==> src/hdl/xcs_pkg.sv <==
package xcs_pkg;

    localparam int BLOCK_BYTES = 128;
    localparam int ADDR_W      = $clog2(BLOCK_BYTES);
    localparam int CNT_W       = $clog2(BLOCK_BYTES + 1);

    localparam logic [CNT_W-1:0] BLOCK_CNT = CNT_W'(BLOCK_BYTES);

    localparam logic [7:0] SOH_CODE = 8'h01;
    localparam logic [7:0] EOT_CODE = 8'h04;
    localparam logic [7:0] ACK_CODE = 8'h06;
    localparam logic [7:0] NAK_CODE = 8'h15;

    typedef enum logic [1:0] {
        KIND_SOURCE = 2'd0,
        KIND_END    = 2'd1,
        KIND_LINE   = 2'd2,
        KIND_SLOT   = 2'd3
    } kind_t;

    typedef enum logic [1:0] {
        STAT_BUSY  = 2'd0,
        STAT_DONE  = 2'd1,
        STAT_ABORT = 2'd2
    } status_t;

    // where the transmitted byte comes from in the back stage
    typedef enum logic [1:0] {
        SRC_FIXED = 2'd0,
        SRC_MEM   = 2'd1,
        SRC_PAD   = 2'd2,
        SRC_SUM   = 2'd3
    } src_t;

    typedef struct packed {
        logic [1:0] kind;
        logic [7:0] source_byte;
        logic [7:0] line_byte;
    } in_t;

    typedef struct packed {
        logic       tx_valid;
        logic [7:0] tx_byte;
        logic       data_taken;
        logic [1:0] status;
        logic [7:0] current_packet;
    } out_t;

    // control word handed from the front stage to the back stage
    typedef struct packed {
        logic       tx_valid;
        src_t       src;
        logic [7:0] fixed_byte;
        logic       clr_sum;
        logic       add_sum;
        logic       data_taken;
        logic [1:0] status;
        logic [7:0] current_packet;
    } stage_t;

endpackage

==> src/hdl/xcs_block_ram.sv <==
module xcs_block_ram
    import xcs_pkg::*;
(
    input  logic              aclk,
    input  logic              wr_en,
    input  logic [ADDR_W-1:0] wr_addr,
    input  logic [7:0]        wr_data,
    input  logic              rd_en,
    input  logic [ADDR_W-1:0] rd_addr,
    output logic [7:0]        rd_data
);

    logic [7:0] mem [BLOCK_BYTES];
    logic [7:0] rd_data_reg;

    always_ff @(posedge aclk) begin
        if (wr_en) begin
            mem[wr_addr] <= wr_data;
        end
    end

    // read data holds until the next read
    always_ff @(posedge aclk) begin
        if (rd_en) begin
            rd_data_reg <= mem[rd_addr];
        end
    end

    assign rd_data = rd_data_reg;

endmodule

==> src/hdl/xcs_ctrl.sv <==
module xcs_ctrl
    import xcs_pkg::*;
(
    input  logic              aclk,
    input  logic              aresetn,
    input  logic              accept,
    input  in_t               item,
    output logic              wr_en,
    output logic [ADDR_W-1:0] wr_addr,
    output logic [7:0]        wr_data,
    output logic              rd_en,
    output logic [ADDR_W-1:0] rd_addr,
    output stage_t            stage
);

    typedef enum logic [11:0] {
        PH_WAIT_START = 12'b0000_0000_0001,
        PH_FILL       = 12'b0000_0000_0010,
        PH_HEAD       = 12'b0000_0000_0100,
        PH_DATA       = 12'b0000_0000_1000,
        PH_SUM        = 12'b0000_0001_0000,
        PH_WAIT_REPLY = 12'b0000_0010_0000,
        PH_EOT1       = 12'b0000_0100_0000,
        PH_WAIT_NAK2  = 12'b0000_1000_0000,
        PH_EOT2       = 12'b0001_0000_0000,
        PH_WAIT_ACK   = 12'b0010_0000_0000,
        PH_DONE       = 12'b0100_0000_0000,
        PH_ABORT      = 12'b1000_0000_0000
    } phase_t;

    phase_t           phase_reg, phase_next;
    logic [CNT_W-1:0] fill_reg, fill_next;
    logic [CNT_W-1:0] idx_reg, idx_next;
    logic [7:0]       pkt_reg, pkt_next;
    logic             last_reg, last_next;

    logic [CNT_W-1:0] fill_inc;
    logic [CNT_W-1:0] idx_inc;

    assign fill_inc = fill_reg + CNT_W'(1);
    assign idx_inc  = idx_reg + CNT_W'(1);

    always_comb begin
        phase_next = phase_reg;
        fill_next  = fill_reg;
        idx_next   = idx_reg;
        pkt_next   = pkt_reg;
        last_next  = last_reg;

        wr_en   = 1'b0;
        wr_addr = fill_reg[ADDR_W-1:0];
        wr_data = item.source_byte;
        rd_en   = 1'b0;
        rd_addr = idx_reg[ADDR_W-1:0];

        stage.tx_valid   = 1'b0;
        stage.src        = SRC_FIXED;
        stage.fixed_byte = 8'h00;
        stage.clr_sum    = 1'b0;
        stage.add_sum    = 1'b0;
        stage.data_taken = 1'b0;

        case (kind_t'(item.kind))
            KIND_SOURCE: begin
                if (phase_reg == PH_FILL && fill_reg < BLOCK_CNT) begin
                    wr_en            = accept;
                    fill_next        = fill_inc;
                    stage.data_taken = 1'b1;
                    if (fill_inc >= BLOCK_CNT) begin
                        phase_next = PH_HEAD;
                        idx_next   = '0;
                    end
                end
            end
            KIND_END: begin
                if (phase_reg == PH_FILL) begin
                    stage.data_taken = 1'b1;
                    last_next        = 1'b1;
                    phase_next       = PH_HEAD;
                    idx_next         = '0;
                end
            end
            KIND_LINE: begin
                case (phase_reg)
                    PH_WAIT_START: begin
                        phase_next = (item.line_byte == NAK_CODE) ? PH_FILL : PH_ABORT;
                        fill_next  = '0;
                    end
                    PH_WAIT_REPLY: begin
                        if (item.line_byte == NAK_CODE) begin
                            phase_next = PH_HEAD;
                            idx_next   = '0;
                        end else if (item.line_byte == ACK_CODE) begin
                            pkt_next = pkt_reg + 8'd1;
                            if (last_reg) begin
                                phase_next = PH_EOT1;
                            end else begin
                                phase_next = PH_FILL;
                                fill_next  = '0;
                                last_next  = 1'b0;
                            end
                        end else begin
                            phase_next = PH_ABORT;
                        end
                    end
                    PH_WAIT_NAK2: begin
                        phase_next = (item.line_byte == NAK_CODE) ? PH_EOT2 : PH_ABORT;
                    end
                    PH_WAIT_ACK: begin
                        phase_next = (item.line_byte == ACK_CODE) ? PH_DONE : PH_ABORT;
                    end
                    default: begin
                    end
                endcase
            end
            default: begin
                // transmit slot
                case (phase_reg)
                    PH_HEAD: begin
                        stage.tx_valid = 1'b1;
                        if (idx_reg == CNT_W'(0)) begin
                            stage.fixed_byte = SOH_CODE;
                            stage.clr_sum    = 1'b1;
                            idx_next         = CNT_W'(1);
                        end else if (idx_reg == CNT_W'(1)) begin
                            stage.fixed_byte = pkt_reg;
                            idx_next         = CNT_W'(2);
                        end else begin
                            stage.fixed_byte = ~pkt_reg;
                            idx_next         = '0;
                            phase_next       = PH_DATA;
                        end
                    end
                    PH_DATA: begin
                        // payload byte fetched now, lands in the back stage
                        stage.tx_valid = 1'b1;
                        stage.add_sum  = 1'b1;
                        rd_en          = accept;
                        stage.src      = (idx_reg < fill_reg) ? SRC_MEM : SRC_PAD;
                        idx_next       = idx_inc;
                        if (idx_inc >= BLOCK_CNT) begin
                            phase_next = PH_SUM;
                        end
                    end
                    PH_SUM: begin
                        stage.tx_valid = 1'b1;
                        stage.src      = SRC_SUM;
                        phase_next     = PH_WAIT_REPLY;
                    end
                    PH_EOT1: begin
                        stage.tx_valid   = 1'b1;
                        stage.fixed_byte = EOT_CODE;
                        phase_next       = PH_WAIT_NAK2;
                    end
                    PH_EOT2: begin
                        stage.tx_valid   = 1'b1;
                        stage.fixed_byte = EOT_CODE;
                        phase_next       = PH_WAIT_ACK;
                    end
                    default: begin
                    end
                endcase
            end
        endcase

        case (phase_next)
            PH_DONE:  stage.status = STAT_DONE;
            PH_ABORT: stage.status = STAT_ABORT;
            default:  stage.status = STAT_BUSY;
        endcase
        stage.current_packet = pkt_next;
    end

    always_ff @(posedge aclk) begin
        if (!aresetn) begin
            phase_reg <= PH_WAIT_START;
            fill_reg  <= '0;
            idx_reg   <= '0;
            pkt_reg   <= 8'd1;
            last_reg  <= 1'b0;
        end else if (accept) begin
            phase_reg <= phase_next;
            fill_reg  <= fill_next;
            idx_reg   <= idx_next;
            pkt_reg   <= pkt_next;
            last_reg  <= last_next;
        end
    end

endmodule

==> src/hdl/xcs_out.sv <==
module xcs_out
    import xcs_pkg::*;
(
    input  logic       aclk,
    input  logic       aresetn,
    input  logic       accept,
    input  stage_t     stage,
    input  logic [7:0] rd_data,
    input  logic [7:0] pad_byte,
    output logic       in_ready,
    output logic       m_valid,
    input  logic       m_ready,
    output out_t       m_data
);

    logic       st_valid_reg;
    stage_t     st_reg;
    logic [7:0] sum_reg, sum_next;
    logic       out_valid_reg;
    out_t       out_reg;

    logic       advance;
    logic [7:0] tx_byte;

    assign advance  = st_valid_reg && (!out_valid_reg || m_ready);
    assign in_ready = !st_valid_reg || !out_valid_reg || m_ready;

    always_comb begin
        case (st_reg.src)
            SRC_MEM: tx_byte = rd_data;
            SRC_PAD: tx_byte = pad_byte;
            SRC_SUM: tx_byte = sum_reg;
            default: tx_byte = st_reg.fixed_byte;
        endcase

        sum_next = sum_reg;
        if (st_reg.clr_sum) begin
            sum_next = 8'h00;
        end else if (st_reg.add_sum) begin
            sum_next = sum_reg + tx_byte;
        end
    end

    always_ff @(posedge aclk) begin
        if (!aresetn) begin
            st_valid_reg  <= 1'b0;
            out_valid_reg <= 1'b0;
            sum_reg       <= 8'h00;
        end else begin
            if (accept) begin
                st_valid_reg <= 1'b1;
            end else if (advance) begin
                st_valid_reg <= 1'b0;
            end
            if (advance) begin
                out_valid_reg <= 1'b1;
                sum_reg       <= sum_next;
            end else if (m_ready) begin
                out_valid_reg <= 1'b0;
            end
        end
    end

    always_ff @(posedge aclk) begin
        if (accept) begin
            st_reg <= stage;
        end
        if (advance) begin
            out_reg.tx_valid       <= st_reg.tx_valid;
            out_reg.tx_byte        <= tx_byte;
            out_reg.data_taken     <= st_reg.data_taken;
            out_reg.status         <= st_reg.status;
            out_reg.current_packet <= st_reg.current_packet;
        end
    end

    assign m_valid = out_valid_reg;
    assign m_data  = out_reg;

endmodule

==> src/hdl/xmodem_checksum_sender.sv <==
// XMODEM sender with 8-bit checksum, one event word per cycle while s_ready is high.
// s_ channel: one event word (kind, source_byte, line_byte) - a source byte,
//   an end-of-source mark, a byte received from the line, or a transmit slot.
// m_ channel: exactly one result word per event (tx_valid, tx_byte,
//   data_taken, status, current_packet), in event order.
// cfg channel: writes pad_byte; always ready. Write only while idle.
// Path: an accepted event is registered in the RAM stage (with the block RAM
//   read), then in the output register, before its result appears on m_.
// Throughput: 1 word per cycle unless m_ready stalls it. Each event does at
//   most one RAM access (a write while filling, a read while sending
//   payload), so the single port pair of the block RAM sets that figure.
// Reset (aresetn low, synchronous): waits for the first NAK, packet
//   number 1, pad_byte 0. No RAM clearing pass; entries at or above the
//   fill count of the current block are sent as pad_byte, not from RAM.
// Stall: with m_ready low the output register holds; one more word can sit
//   in the RAM stage, after which s_ready drops until m_ready returns.
module xmodem_checksum_sender
    import xcs_pkg::*;
(
    input  logic       aclk,
    input  logic       aresetn,
    input  logic       s_valid,
    output logic       s_ready,
    input  in_t        s_data,
    output logic       m_valid,
    input  logic       m_ready,
    output out_t       m_data,
    input  logic       cfg_valid,
    output logic       cfg_ready,
    input  logic [7:0] cfg_data
);

    logic              accept;
    logic              wr_en;
    logic [ADDR_W-1:0] wr_addr;
    logic [7:0]        wr_data;
    logic              rd_en;
    logic [ADDR_W-1:0] rd_addr;
    logic [7:0]        rd_data;
    stage_t            stage;
    logic [7:0]        pad_reg;

    assign accept    = s_valid && s_ready;
    assign cfg_ready = 1'b1;

    always_ff @(posedge aclk) begin
        if (!aresetn) begin
            pad_reg <= 8'h00;
        end else if (cfg_valid) begin
            pad_reg <= cfg_data;
        end
    end

    // front stage: protocol state and RAM access; a write and a later read
    // of the same entry are always on different accept edges
    xcs_ctrl u_ctrl (
        .aclk    (aclk),
        .aresetn (aresetn),
        .accept  (accept),
        .item    (s_data),
        .wr_en   (wr_en),
        .wr_addr (wr_addr),
        .wr_data (wr_data),
        .rd_en   (rd_en),
        .rd_addr (rd_addr),
        .stage   (stage)
    );

    xcs_block_ram u_ram (
        .aclk    (aclk),
        .wr_en   (wr_en),
        .wr_addr (wr_addr),
        .wr_data (wr_data),
        .rd_en   (rd_en),
        .rd_addr (rd_addr),
        .rd_data (rd_data)
    );

    // back stage: byte select, checksum, output register
    xcs_out u_out (
        .aclk     (aclk),
        .aresetn  (aresetn),
        .accept   (accept),
        .stage    (stage),
        .rd_data  (rd_data),
        .pad_byte (pad_reg),
        .in_ready (s_ready),
        .m_valid  (m_valid),
        .m_ready  (m_ready),
        .m_data   (m_data)
    );

endmodule
==> config.mk <==
export PLATFORM = sky130hd
export DESIGN_NAME = xmodem_checksum_sender
export DESIGN_NICKNAME = d
export VERILOG_FILES = /design/src/hdl/xcs_pkg.sv /design/src/hdl/xcs_block_ram.sv /design/src/hdl/xcs_ctrl.sv /design/src/hdl/xcs_out.sv /design/src/hdl/xmodem_checksum_sender.sv
export SDC_FILE = /design/constraint.sdc
export NUM_CORES = 1
export LEC_CHECK = 0
export BUFFER_PORTS_ARGS = -buffer_cell sky130_fd_sc_hd__buf_4
export CAP_MARGIN = 20
export CORE_MARGIN = 10
export CORE_UTILIZATION = 50
export DETAILED_ROUTE_END_ITERATION = 10
export GPL_TIMING_DRIVEN = 0
export HOLD_SLACK_MARGIN = 0.03
export PLACE_DENSITY_LB_ADDON = 0.1
export SYNTH_ARGS = -nofsm -noshare
export SYNTH_HDL_FRONTEND = slang
export SYNTH_SLANG_ARGS = --single-unit
==> constraint.sdc <==
create_clock -name aclk -period 3.9 [get_ports aclk]
set_input_delay 0.195 -clock aclk [delete_from_list [all_inputs] [get_ports aclk]]
set_output_delay 0.195 -clock aclk [all_outputs]
set_load 0.005 [all_outputs]
==> results of run 1 <==
-- how the worst max path moves through the flow --
stage / endpoint / slack [ns]
2_1_floorplan: u_out.sum_reg[6] / 0.72
3_3_place_gp: u_ram.mem[67][2] / -0.63
3_5_place_dp: u_out.st_reg[9] / -0.31
4_1_cts: u_ram.mem[98][5] / 0.03
5_1_grt: u_ram.mem[58][2] / -0.02
6_report: u_ram.mem[111][4] / 0.09
-- cells in the mapped netlist (13+ instances only) --
cell type / number
buf_4: 14
clkbuf_1: 57
o21ai_0: 25
a21oi_1: 19
nor3_1: 26
nor2b_1: 26
buf_1: 13
nand4_1: 18
nand3_1: 26
nor2_1: 179
buf_2: 37
edfxtp_1: 1076
mux2i_1: 41
nand2_1: 40
mux4_2: 328
xnor2_1: 14
dfxtp_1: 55
ha_1: 24
inv_1: 28
xor2_1: 15
-- stage by stage --
step,instances,cell area (µm²),setup slack [ns]
after floorplan,2225,45300,0.722
after global placement,3451,47200,-0.635
after detailed placement,3467,47500,-0.306
after CTS,3704,51500,0.0271
after global routing,3705,51600,-0.0220
final,3705,51600,0.0900
-- metal layers --
metal | track usage | vias to the layer above | share of wire
li1 | - | 9597 | -
met1 | 0.315 | 12210 | 0.43
met2 | 0.340 | 936 | 0.47
met3 | 0.0404 | 169 | 0.074
met4 | 0.0693 | 0 | 0.028
met5 | 0 | - | 0
-- placed cells by master (no fill, tap or decap), drive strengths merged, types with 4 or more instances in the layout --
cell type,count
nand2,40
and2,11
a31oi,7
clkbuf,210
clkinvlp,7
inv,29
a21boi,18
buf,130
o22ai,4
or3,7
a22o,9
o21a,4
dlygate4sd3,20
clkinv,50
a221oi,8
and3,8
mux4,328
bufinv,8
nor2b,26
xnor2,14
a211oi,6
mux2i,41
a21o,4
nand3b,6
nand4,20
ha,24
edfxtp,1076
o21ai,31
nor3,31
nor3b,6
nand3,26
nand2b,4
xor2,15
a21oi,19
dfxtp,55
nor4,9
nor2,180
o31ai,5
-- cell families after synthesis --
logic type	after synthesis
AND/OR/NAND/NOR	385
AO/OA/AOI/OAI	134
XOR/XNOR	29
multiplexers	370
other	1
buffers and inverters	150
flip-flops	1131
adder cells (fa/ha/maj)	25
-- worst max-delay path, cell delays in order (launching register included) --
cell and delay [ns]:
dfxtp_1 0.41, nor4_4 0.49, nand4_1 0.39, nor2_2 0.40, nand2_1 0.38, clkbuf_1 0.40, buf_8 0.26, nor2_1 0.67
-- repair_timing --
| action | CTS | global route |
|---|---|---|
| hold buffers | 20 | 0 |
| resized for setup | 20 | 40 |
| hold endpoints to repair | 288 | 0 |
| setup endpoints to repair | 178 | 331 |
| pin swaps | 0 | 0 |
-- power by group --
| part | internal [W] | switching [W] |
|---|---|---|
| clock network | 0.00619 | 0.00459 |
| registers | 0.0133 | 0.0000189 |
| logic | 0.000212 | 0.000399 |
-- area by class of cell --
class | count | area [µm²]
Timing Repair Buffer | 87 | 931
Buffer | 121 | 569
Tap cell | 1176 | 1470
Clock buffer | 152 | 3140
Inverter | 28 | 105
Multi-Input combinational cell | 944 | 11400
Sequential cell | 1131 | 33400
Fill cell | 6744 | 38500
Clock inverter | 66 | 562
==> key figures, run 1 <==
Floorplanning
  – Io pins: 54
  – Initial Util: 0.503
  – Die area: approximately 100,000 µm²
  – Die H: ~320 µm
  – Die width: 321 µm
  – Row cnt: between 100 and 150
  – CORE AREA: roughly 90,000 µm²

Detailed routing
  – Starting DRT DRC Count: between 2k and 2.5k
  – Total routed wirelength: between 100 and 150 mm
  – Vias/cell: roughly 6.2
  – WL per Instance: approximately 30 µm
  – Via count: around 23k
  – Remaining antenna violation count: 0
  – DRC: 0
  – TritonRoute pass-1 iters: 5

Synth
  – #FFs+latches synth: 1,131
  – Xor and xnor area share after synthesis: 0.00561
  – Synth Area in Simple Gates: 0.0423
  – Mapped Cells: around 2.2k
  – Post-Synthesis Net Count: ~2.3k
  – Main synth FF type: edfxtp_1
  – Yosys top cell area share: 0.713
  – Mapped Area: ~45,000 µm²
  – Largest family of logic cells by synthesized area: multiplexers
  – Seq/Total Area, Yosys: 0.737
  – Synth Area in Compound Gates: 0.0205
  – Async SR Flop Fraction: 0
  – Synth cell types: between 60 and 70
  – Synth top area cells: edfxtp_1 (71%), mux4_2 (16%), dfxtp_1 (2.4%), nor2_1 (1.5%), mux2i_1 (0.91%)
  – Synth Area in Adders: 0.00707
  – Post-Syn Area per Cell: approximately 20 µm²
  – Post-synth EDFFs: ~1.1k
  – Post-synthesis mux area share: 0.172
  – Syn. warnings: 0
  – Area leader, netlist: edfxtp_1

Clocking
  – Clock sinks: ~1.1k
  – H-tree levels: 3
  – Later-pin clock latency in the skew report: ~0.70 ns
  – Post-CTS Setup Inserts: 0
  – TritonCTS buffer count: 116
  – CTS tree: yes
  – Clock-pin transition on the worst setup and hold timing paths: approximately 0.060 ns
  – Clock buffer depth: 3
  – Root Driver: clkbuf_16

Worst setup path
  – R2R Path End: u_ram.mem[111][4]
  – Worst Setup SP: u_ctrl.phase_reg[8]
  – Max FO, Critical Path: 8
  – Worst Reg-to-Reg Cells: 7
  – Reg2reg setup slack: about 0.090 ns
  – Startpoint types: flip-flop
  – R2R Path Start: u_ctrl.phase_reg[8]
  – CP required: between 4 and 5 ns
  – CP endpoint kind: flip-flop
  – Critical Path AT: approximately 4.1 ns
  – Crit Path Category: reg2reg

Timing
  – Slew HR: 0.256
  – Setup_tns: 0 ns
  – Final hold slack: 0.0738 ns
  – Max Freq: 262 MHz
  – Unrepaired setup endpoints after global routing: true
  – Final Hold Fails: 0
  – Final Max Tran Viols: 0
  – Final Setup Violations: 0
  – Skew final: roughly 0.027 ns
  – Min cycle time layout: 3.81 ns
  – Worst Tran Pin Value: between 1 and 1.5 ns
  – Final period utilization: 0.977

Power and ir drop
  – Worst IR Drop VDD: 0.384 mV
  – P_leak: about 16 nW
  – Pwr dens: ~480 nW/µm²
  – Final Power: roughly 0.025 W

GRT
  – First-pass GRT wire length: 164 mm
  – Gr usage total: 0.219
  – Grt total ovfl: 0
  – Number of antenna violations at the first check in global routing: 1
  – Largest net degree at the start of global routing: 96
  – Vias in the first global route: between 20k and 25k

Place
  – IO Port Bufs: 50
  – HPWL after DPL: roughly 75 mm
  – Final Wtd Congestion: ~0.9

Finish
  – Nets: approximately 2.5k
  – Antenna diode count: 0
  – Layout cell share with drive strength beyond 1: 0.271
  – Core Util, Final: 0.573
  – Area Growth Syn to Fin: 13.8%
  – Max reg flops: approximately 1.0k

Run
  – Number of max-cap violations: 0

Worst hold path
  – Hold Path Class: in2reg
  – Min-Delay Endpoint: pad_reg[5]
  – Hold path start: cfg_valid
  – WHS Path Cells: 3

Run status
  – Status: finished, final reports clean
Note: power is estimated with default switching activity, not from simulation.
==> inputs of run 2 (changes only) <==
--- a/config.mk
+++ b/config.mk
@@ -7,6 +7,8 @@
 export LEC_CHECK = 0
 export BUFFER_PORTS_ARGS = -buffer_cell sky130_fd_sc_hd__buf_4
 export CAP_MARGIN = 20
+export CELL_PAD_IN_SITES_DETAIL_PLACEMENT = 1
+export CELL_PAD_IN_SITES_GLOBAL_PLACEMENT = 1
 export CORE_MARGIN = 10
 export CORE_UTILIZATION = 50
 export DETAILED_ROUTE_END_ITERATION = 10
==> run 2 against run 1 <==
Setup slack lost 0.075 ns. Register-to-register slack got worse by 0.08 ns. Hold slack got worse by 0.038 ns. Flip-flop and latch count did not move. Combinational power hardly changed. Critical path depth did not move. Wire length increased by 6.2%. Critical endpoint is now u_ram.mem[41][6]. Largest power group unchanged.
==> key figures, run 2 (synthesis results as in run 1) <==
Worst setup path
  – Critical Path AT: 4.21 ns
  – CP Buf/Inv Count: 2
  – Max FO, Critical Path: 8
  – CP endpoint kind: flip-flop
  – Cell depth of the worst setup path: 7
  – Startpoint types: flip-flop
  – CP most frequent cell: nor2_2
  – Worst Reg-to-Reg Cells: 7
  – Crit-path leading delay family: simple AND/OR/NAND/NOR gates
  – Max stage delay on crit path: 0.53 ns
  – CP required: about 4.2 ns
  – Crit-path cells: nor3b_1 > nand4_1 > nor2_2 > nand3_2 > clkbuf_1 > buf_16 > nor2_2
  – Crit Path Category: reg2reg
  – CP max-delay cell: nand3_2

Clocking
  – CTS tree: yes
  – Later-pin clock latency in the skew report: roughly 0.7 ns
  – Clock sinks: approximately 1.1k
  – Clock-pin transition on the worst setup and hold timing paths: 0.06 ns
  – TritonCTS buffer count: 114
  – Clock buffer depth: 3
  – Post-CTS Setup Inserts: 0
  – Root Driver: clkbuf_16
  – H-tree levels: 3

Worst hold path
  – WHS Path Cells: 1
  – Hold Path Class: in2reg

Detailed routing
  – Vias/cell: between 6 and 7
  – TritonRoute pass-1 iters: 5
  – Starting DRT DRC Count: between 2k and 3k
  – WL per Instance: 32.4 µm
  – DRC: 0
  – Remaining antenna violation count: 0
  – Via count: about 23k
  – Total routed wirelength: around 120 mm

GRT
  – First-pass GRT wire length: between 150 and 200 mm
  – Number of antenna violations at the first check in global routing: 0
  – Gr usage total: 0.233
  – Vias in the first global route: around 24k
  – Largest net degree at the start of global routing: around 130
  – Grt total ovfl: 0

Finish
  – Filler cells: between 7k and 8k
  – Nets: 2,476
  – Layout cell share with drive strength beyond 1: 0.285
  – Core Util, Final: 0.573
  – Max reg flops: between 1k and 1.5k
  – Commonest non-fill, non-tap cell in the layout: edfxtp_1
  – Fin cells: ~3.7k
  – Area Growth Syn to Fin: 13.8%
  – Most used cells in the layout excluding fill and tap cells: edfxtp_1 (1,076), mux4_2 (328), clkbuf_16 (116)
  – Antenna diode count: 0

Timing
  – Setup_tns: 0 ns
  – Final period utilization: 0.996
  – Final Hold Fails: 0
  – Worst Tran Pin Value: around 1.1 ns
  – Final Max Tran Viols: 0
  – Slew HR: 0.264
  – Final Setup Violations: 0
  – Max Freq: about 260 MHz
  – Skew final: 0.0258 ns
  – Unrepaired setup endpoints after global routing: true
  – Min cycle time layout: 3.89 ns

Run
  – Number of max-cap violations: 0

Floorplanning
  – Initial Util: 0.503
  – Io pins: between 50 and 60
  – Die width: between 300 and 400 µm
  – Row cnt: 110
  – Die H: 321 µm
  – Die area: 103,000 µm²
  – CORE AREA: 90,000 µm²

Place
  – IO Port Bufs: 50
  – Final Wtd Congestion: about 0.91
  – Placed Instances: roughly 3.5k
  – HPWL after DPL: ~79 mm

Run status
  – Status: finished, final reports clean

Power and ir drop
  – P_leak: 15.7 nW
  – Worst IR Drop VDD: ~0.39 mV
  – Pwr dens: between 400 and 500 nW/µm²
==> run 2: changes by cell type in the layout (fill, tap and decap cells not counted), sizes merged <==
cell	change
clkdlybuf4s15	+1
clkinvlp	+1
bufinv	+1
clkbuf	-19
inv	+5
clkinv	+1
dlygate4sd3	-6
==> run 2: worst paths after layout <==
kind / endpoint / startpoint / slack (ns)
setup / recovery: u_ram.mem[41][6] / u_ctrl.phase_reg[1] / 0.01
hold / removal: u_ram.mem[86][6] / s_data[14] / 0.04
setup reg to reg: u_ram.mem[41][6] / u_ctrl.phase_reg[1] / 0.01
hold reg to reg: u_out.m_data[7] / u_out.st_reg[7] / 0.41
==> run 2: worst reg2reg max path: stages, from the launching register on <==
cell      delay, ns
dfxtp_1        0.47
nor3b_1        0.43
nand4_1        0.36
nor2_2         0.47
nand3_2        0.53
clkbuf_1       0.51
buf_16         0.30
nor2_2         0.44
==> run 2: power by group <==
part           leakage, nW  internal, W  total (W)  switching, W
logic                 3.77     0.000209   0.000609      0.000400
clock network         1.76      0.00607     0.0107       0.00461
registers             10.1       0.0133     0.0133     0.0000223
==> run 2: area by class of cell <==
cell class	count	area, µm²	share of cell area
buffer	120	578	0.0112
clock buffer	135	2990	0.0581
clock inverter	74	636	0.0123
inverter	28	105	0.00204
multi-input combinational	944	11500	0.222
sequential	1131	33400	0.648
tap	1176	1470	0.0285
timing repair buffer	81	908	0.0176
==> run 2: layer usage <==
| metal | track usage | vias to the layer above | part of all wire |
|---|---|---|---|
| met5 | 0 | - | 0 |
| met4 | 0.0640 | 0 | 0.025 |
| met3 | 0.0374 | 166 | 0.063 |
| met2 | 0.372 | 830 | 0.48 |
| met1 | 0.334 | 12679 | 0.43 |
| li1 | - | 9583 | - |
==> run 2: through the flow <==
| stage | total power (W) | hold WS [ns] | instance area (µm²) | worst slack (ns) |
|---|---|---|---|---|
| finish | 0.0246 | 0.0355 | 51600 | 0.0148 |
| global route | 0.0253 | 0.0487 | 51600 | -0.0514 |
| CTS | 0.0248 | 0.0363 | 51400 | -0.0507 |
| detailed placement | 0.0142 | 0.410 | 47500 | -0.595 |
| global placement | 0.0141 | 0.406 | 47200 | -0.576 |
| floorplan | 0.0138 | 0.294 | 45300 | 0.722 |
==> run 2: what timing repair did <==
item                                   4_1_cts  5_1_grt
pin swaps                                    0        0
endpoints found under the hold margin       91        0
setup endpoints to repair                  515      481
resized for setup                           65       32
hold buffers                                14        0
==> inputs of run 3 (changes only) <==
--- a/config.mk
+++ b/config.mk
@@ -17,4 +17,6 @@
 export PLACE_DENSITY_LB_ADDON = 0.1
 export SYNTH_ARGS = -nofsm -noshare
 export SYNTH_HDL_FRONTEND = slang
+export SYNTH_HIERARCHICAL = 1
 export SYNTH_SLANG_ARGS = --single-unit
+export TNS_END_PERCENT = 100
==> run 3 against run 2 <==
Combinational power down 6.4%. Flip-flop and latch count unchanged. The flow now finishes with violations (negative setup slack). Hold slack better by 0.027 ns. Clock skew about the same.
==> key figures, run 3 <==
GRT
  – Vias in the first global route: around 24k
  – Largest net degree at the start of global routing: 77
  – Gr usage total: 0.231
  – Grt total ovfl: 0
  – First-pass GRT wire length: about 170 mm
  – Number of antenna violations at the first check in global routing: 6

Worst setup path
  – CP endpoint kind: flip-flop
  – Critical Path AT: 4.34 ns
  – Crit Path Category: reg2reg
  – Startpoint types: flip-flop
  – Max FO, Critical Path: 10
  – R2R Path End: u_ram/rd_data[3]
  – Reg2reg setup slack: -0.009 ns
  – CP required: between 4 and 5 ns
  – Worst Reg-to-Reg Cells: 7
  – R2R Path Start: u_ctrl/idx_reg[2]

Clocking
  – Root Driver: clkbuf_16
  – CTS tree: yes
  – TritonCTS buffer count: 115
  – Clock sinks: 1,131
  – H-tree levels: 3
  – Later-pin clock latency in the skew report: ~0.70 ns
  – Clock-pin transition on the worst setup and hold timing paths: 0.06 ns
  – Clock buffer depth: 3

Finish
  – Nets: between 2k and 2.5k
  – Layout cell share with drive strength beyond 1: 0.313
  – Max reg flops: 1,024
  – Commonest non-fill, non-tap cell in the layout: edfxtp_1
  – Area Growth Syn to Fin: 15.3%
  – Fin cells: approximately 3.7k
  – Most used cells in the layout excluding fill and tap cells: edfxtp_1 (1,076), mux4_2 (337), clkbuf_16 (116)
  – Filler cells: between 7k and 8k
  – Core Util, Final: 0.580

Floorplanning
  – Row cnt: 110
  – Die H: ~320 µm
  – Die area: 103,000 µm²
  – Initial Util: 0.503
  – CORE AREA: approximately 90,000 µm²
  – Die width: approximately 320 µm
  – Io pins: 54

Synth
  – Post-synth EDFFs: approximately 1.1k
  – Yosys top cell area share: 0.715
  – Post-Syn Area per Cell: approximately 21 µm²
  – #FFs+latches synth: around 1.1k
  – Seq/Total Area, Yosys: 0.739
  – Synth top area cells: edfxtp_1 (71%), mux4_2 (17%), dfxtp_1 (2.4%), nor2_1 (1.5%), buf_4 (0.56%)
  – Mapped Area: approximately 45,000 µm²
  – Main synth FF type: edfxtp_1
  – Top-count cell post-synth: edfxtp_1
  – Async SR Flop Fraction: 0
  – Mapped Cells: between 2k and 2.5k
  – Area leader, netlist: edfxtp_1
  – Most frequent cells after synthesis: edfxtp_1 (1,076), mux4_2 (337), nor2_1 (183)
  – Syn. warnings: 6
  – Post-Synthesis Net Count: approximately 2.2k
  – Synth cell types: 73

Worst hold path
  – Min-Delay Endpoint: u_ram/mem[71][7]
  – Hold path start: s_data[15]
  – WHS Path Cells: 1
  – Hold Path Class: in2reg

Timing
  – Final Setup Violations: 1
  – Final Max Tran Viols: 0
  – Min cycle time layout: 3.91 ns
  – Final Hold Fails: 0
  – Final period utilization: 1.00
  – Max Freq: between 200 and 300 MHz
  – Worst Tran Pin Value: 1.09 ns
  – Skew final: around 0.026 ns
  – Slew HR: 0.270
  – Setup WS post-layout: -0.00885 ns
  – Unrepaired setup endpoints after global routing: false

Place
  – IO Port Bufs: 43
  – HPWL after DPL: around 81 mm
  – Final Wtd Congestion: approximately 0.86
  – Placed Instances: between 3k and 4k

Run
  – Number of max-cap violations: 0

Power and ir drop
  – Pwr dens: 474 nW/µm²
  – Final Power: between 0.02 and 0.025 W
  – Worst IR Drop VDD: around 0.37 mV
  – P_leak: 15.9 nW

Detailed routing
  – Via count: approximately 23k
  – Total routed wirelength: ~120 mm
  – Remaining antenna violation count: 0
  – TritonRoute pass-1 iters: 7
  – Starting DRT DRC Count: roughly 2.3k
  – Vias/cell: 6.23
  – WL per Instance: ~32 µm
  – DRC: 0

Run status
  – Failing checks: negative setup slack
  – Status: finished with violations
[run 3: metrics by stage]
step	instance area, µm²	worst slack, ns	TNS (ns)	hold WS (ns)
global route	52200	0.00642	0	0.0647
detailed placement	47500	-1.64	-1039.24	0.406
CTS	52100	0.00277	0	0.0340
floorplan	45200	0.441	0	0.257
finish	52200	-0.00885	-0.00885	0.0623
global placement	47000	-1.86	-1288.16	0.404
[run 3: power by group]
group	total (W)	internal (W)	switching, W
Clock	0.0108	0.00632	0.00452
Sequential	0.0133	0.0133	0.0000148
Combinational	0.000570	0.000200	0.000370
Total	0.0247	0.0198	0.00490
[run 3: per-layer routing]
| layer | vias to the layer above | wire [µm] | GRT usage | part of all wire |
|---|---|---|---|---|
| met3 | 189 | 8170 | 0.0455 | 0.069 |
| met4 | 2 | 3420 | 0.0659 | 0.029 |
| met5 | - | 12 | 0 | 0.00010 |
| met2 | 853 | 58300 | 0.381 | 0.49 |
| met1 | 12365 | 48500 | 0.313 | 0.41 |
| li1 | 9508 | - | - | - |
[run 3: critical path: stages, from the launching register on]
cell	delay, ns
dfxtp_1	0.51
buf_4	0.21
clkbuf_2	0.44
clkdlybuf4s18_2	0.55
mux4_2	0.41
mux4_2	0.62
mux4_2	0.54
mux2_2	0.34
[run 3: how the worst max path moves through the flow]
| stage | from | end |
|---|---|---|
| 2_1_floorplan | u_out/m_valid | u_ram/mem[110][0] |
| 3_3_place_gp | u_out/m_valid | u_ram/mem[22][2] |
| 3_5_place_dp | u_out/m_valid | u_ram/mem[46][7] |
| 4_1_cts | u_ctrl/idx_reg[4] | u_ram/rd_data[3] |
| 5_1_grt | u_ctrl/idx_reg[2] | u_ram/rd_data[4] |
| 6_report | u_ctrl/idx_reg[2] | u_ram/rd_data[3] |
[run 3: cell families after synthesis]
family	share of synthesized area
multiplexers	0.177
AND/OR/NAND/NOR	0.0420
other	0.0000829
flip-flops	0.739
XOR/XNOR	0.00445
buffers and inverters	0.0172
AO/OA/AOI/OAI	0.0146
adder cells (fa/ha/maj)	0.00570
[run 3: final cells by class]
cell class / instances / area [µm²] / share of cell area
flip-flops and latches: 1131 / 33400 / 0.641
multi-input cells: 899 / 11500 / 0.221
clock buffers: 155 / 3130 / 0.0600
well taps: 1176 / 1470 / 0.0282
repair buffers: 107 / 1140 / 0.0218
plain buffers: 131 / 833 / 0.0160
clock inverters: 55 / 566 / 0.0108
inverters: 21 / 82.6 / 0.00158
repair inverters: 1 / 5.00 / 0.0000960
diodes: 1 / 2.50 / 0.0000480
[run 3: timing repair]
item | in CTS | in global routing
setup buffers | 2 | 2
hold buffers | 30 | 0
pin swaps | 0 | 1
endpoints found under the setup margin | 1032 | 702
gates cloned | 0 | 1
gates resized for setup | 189 | 18
hold endpoints to repair | 29 | 0
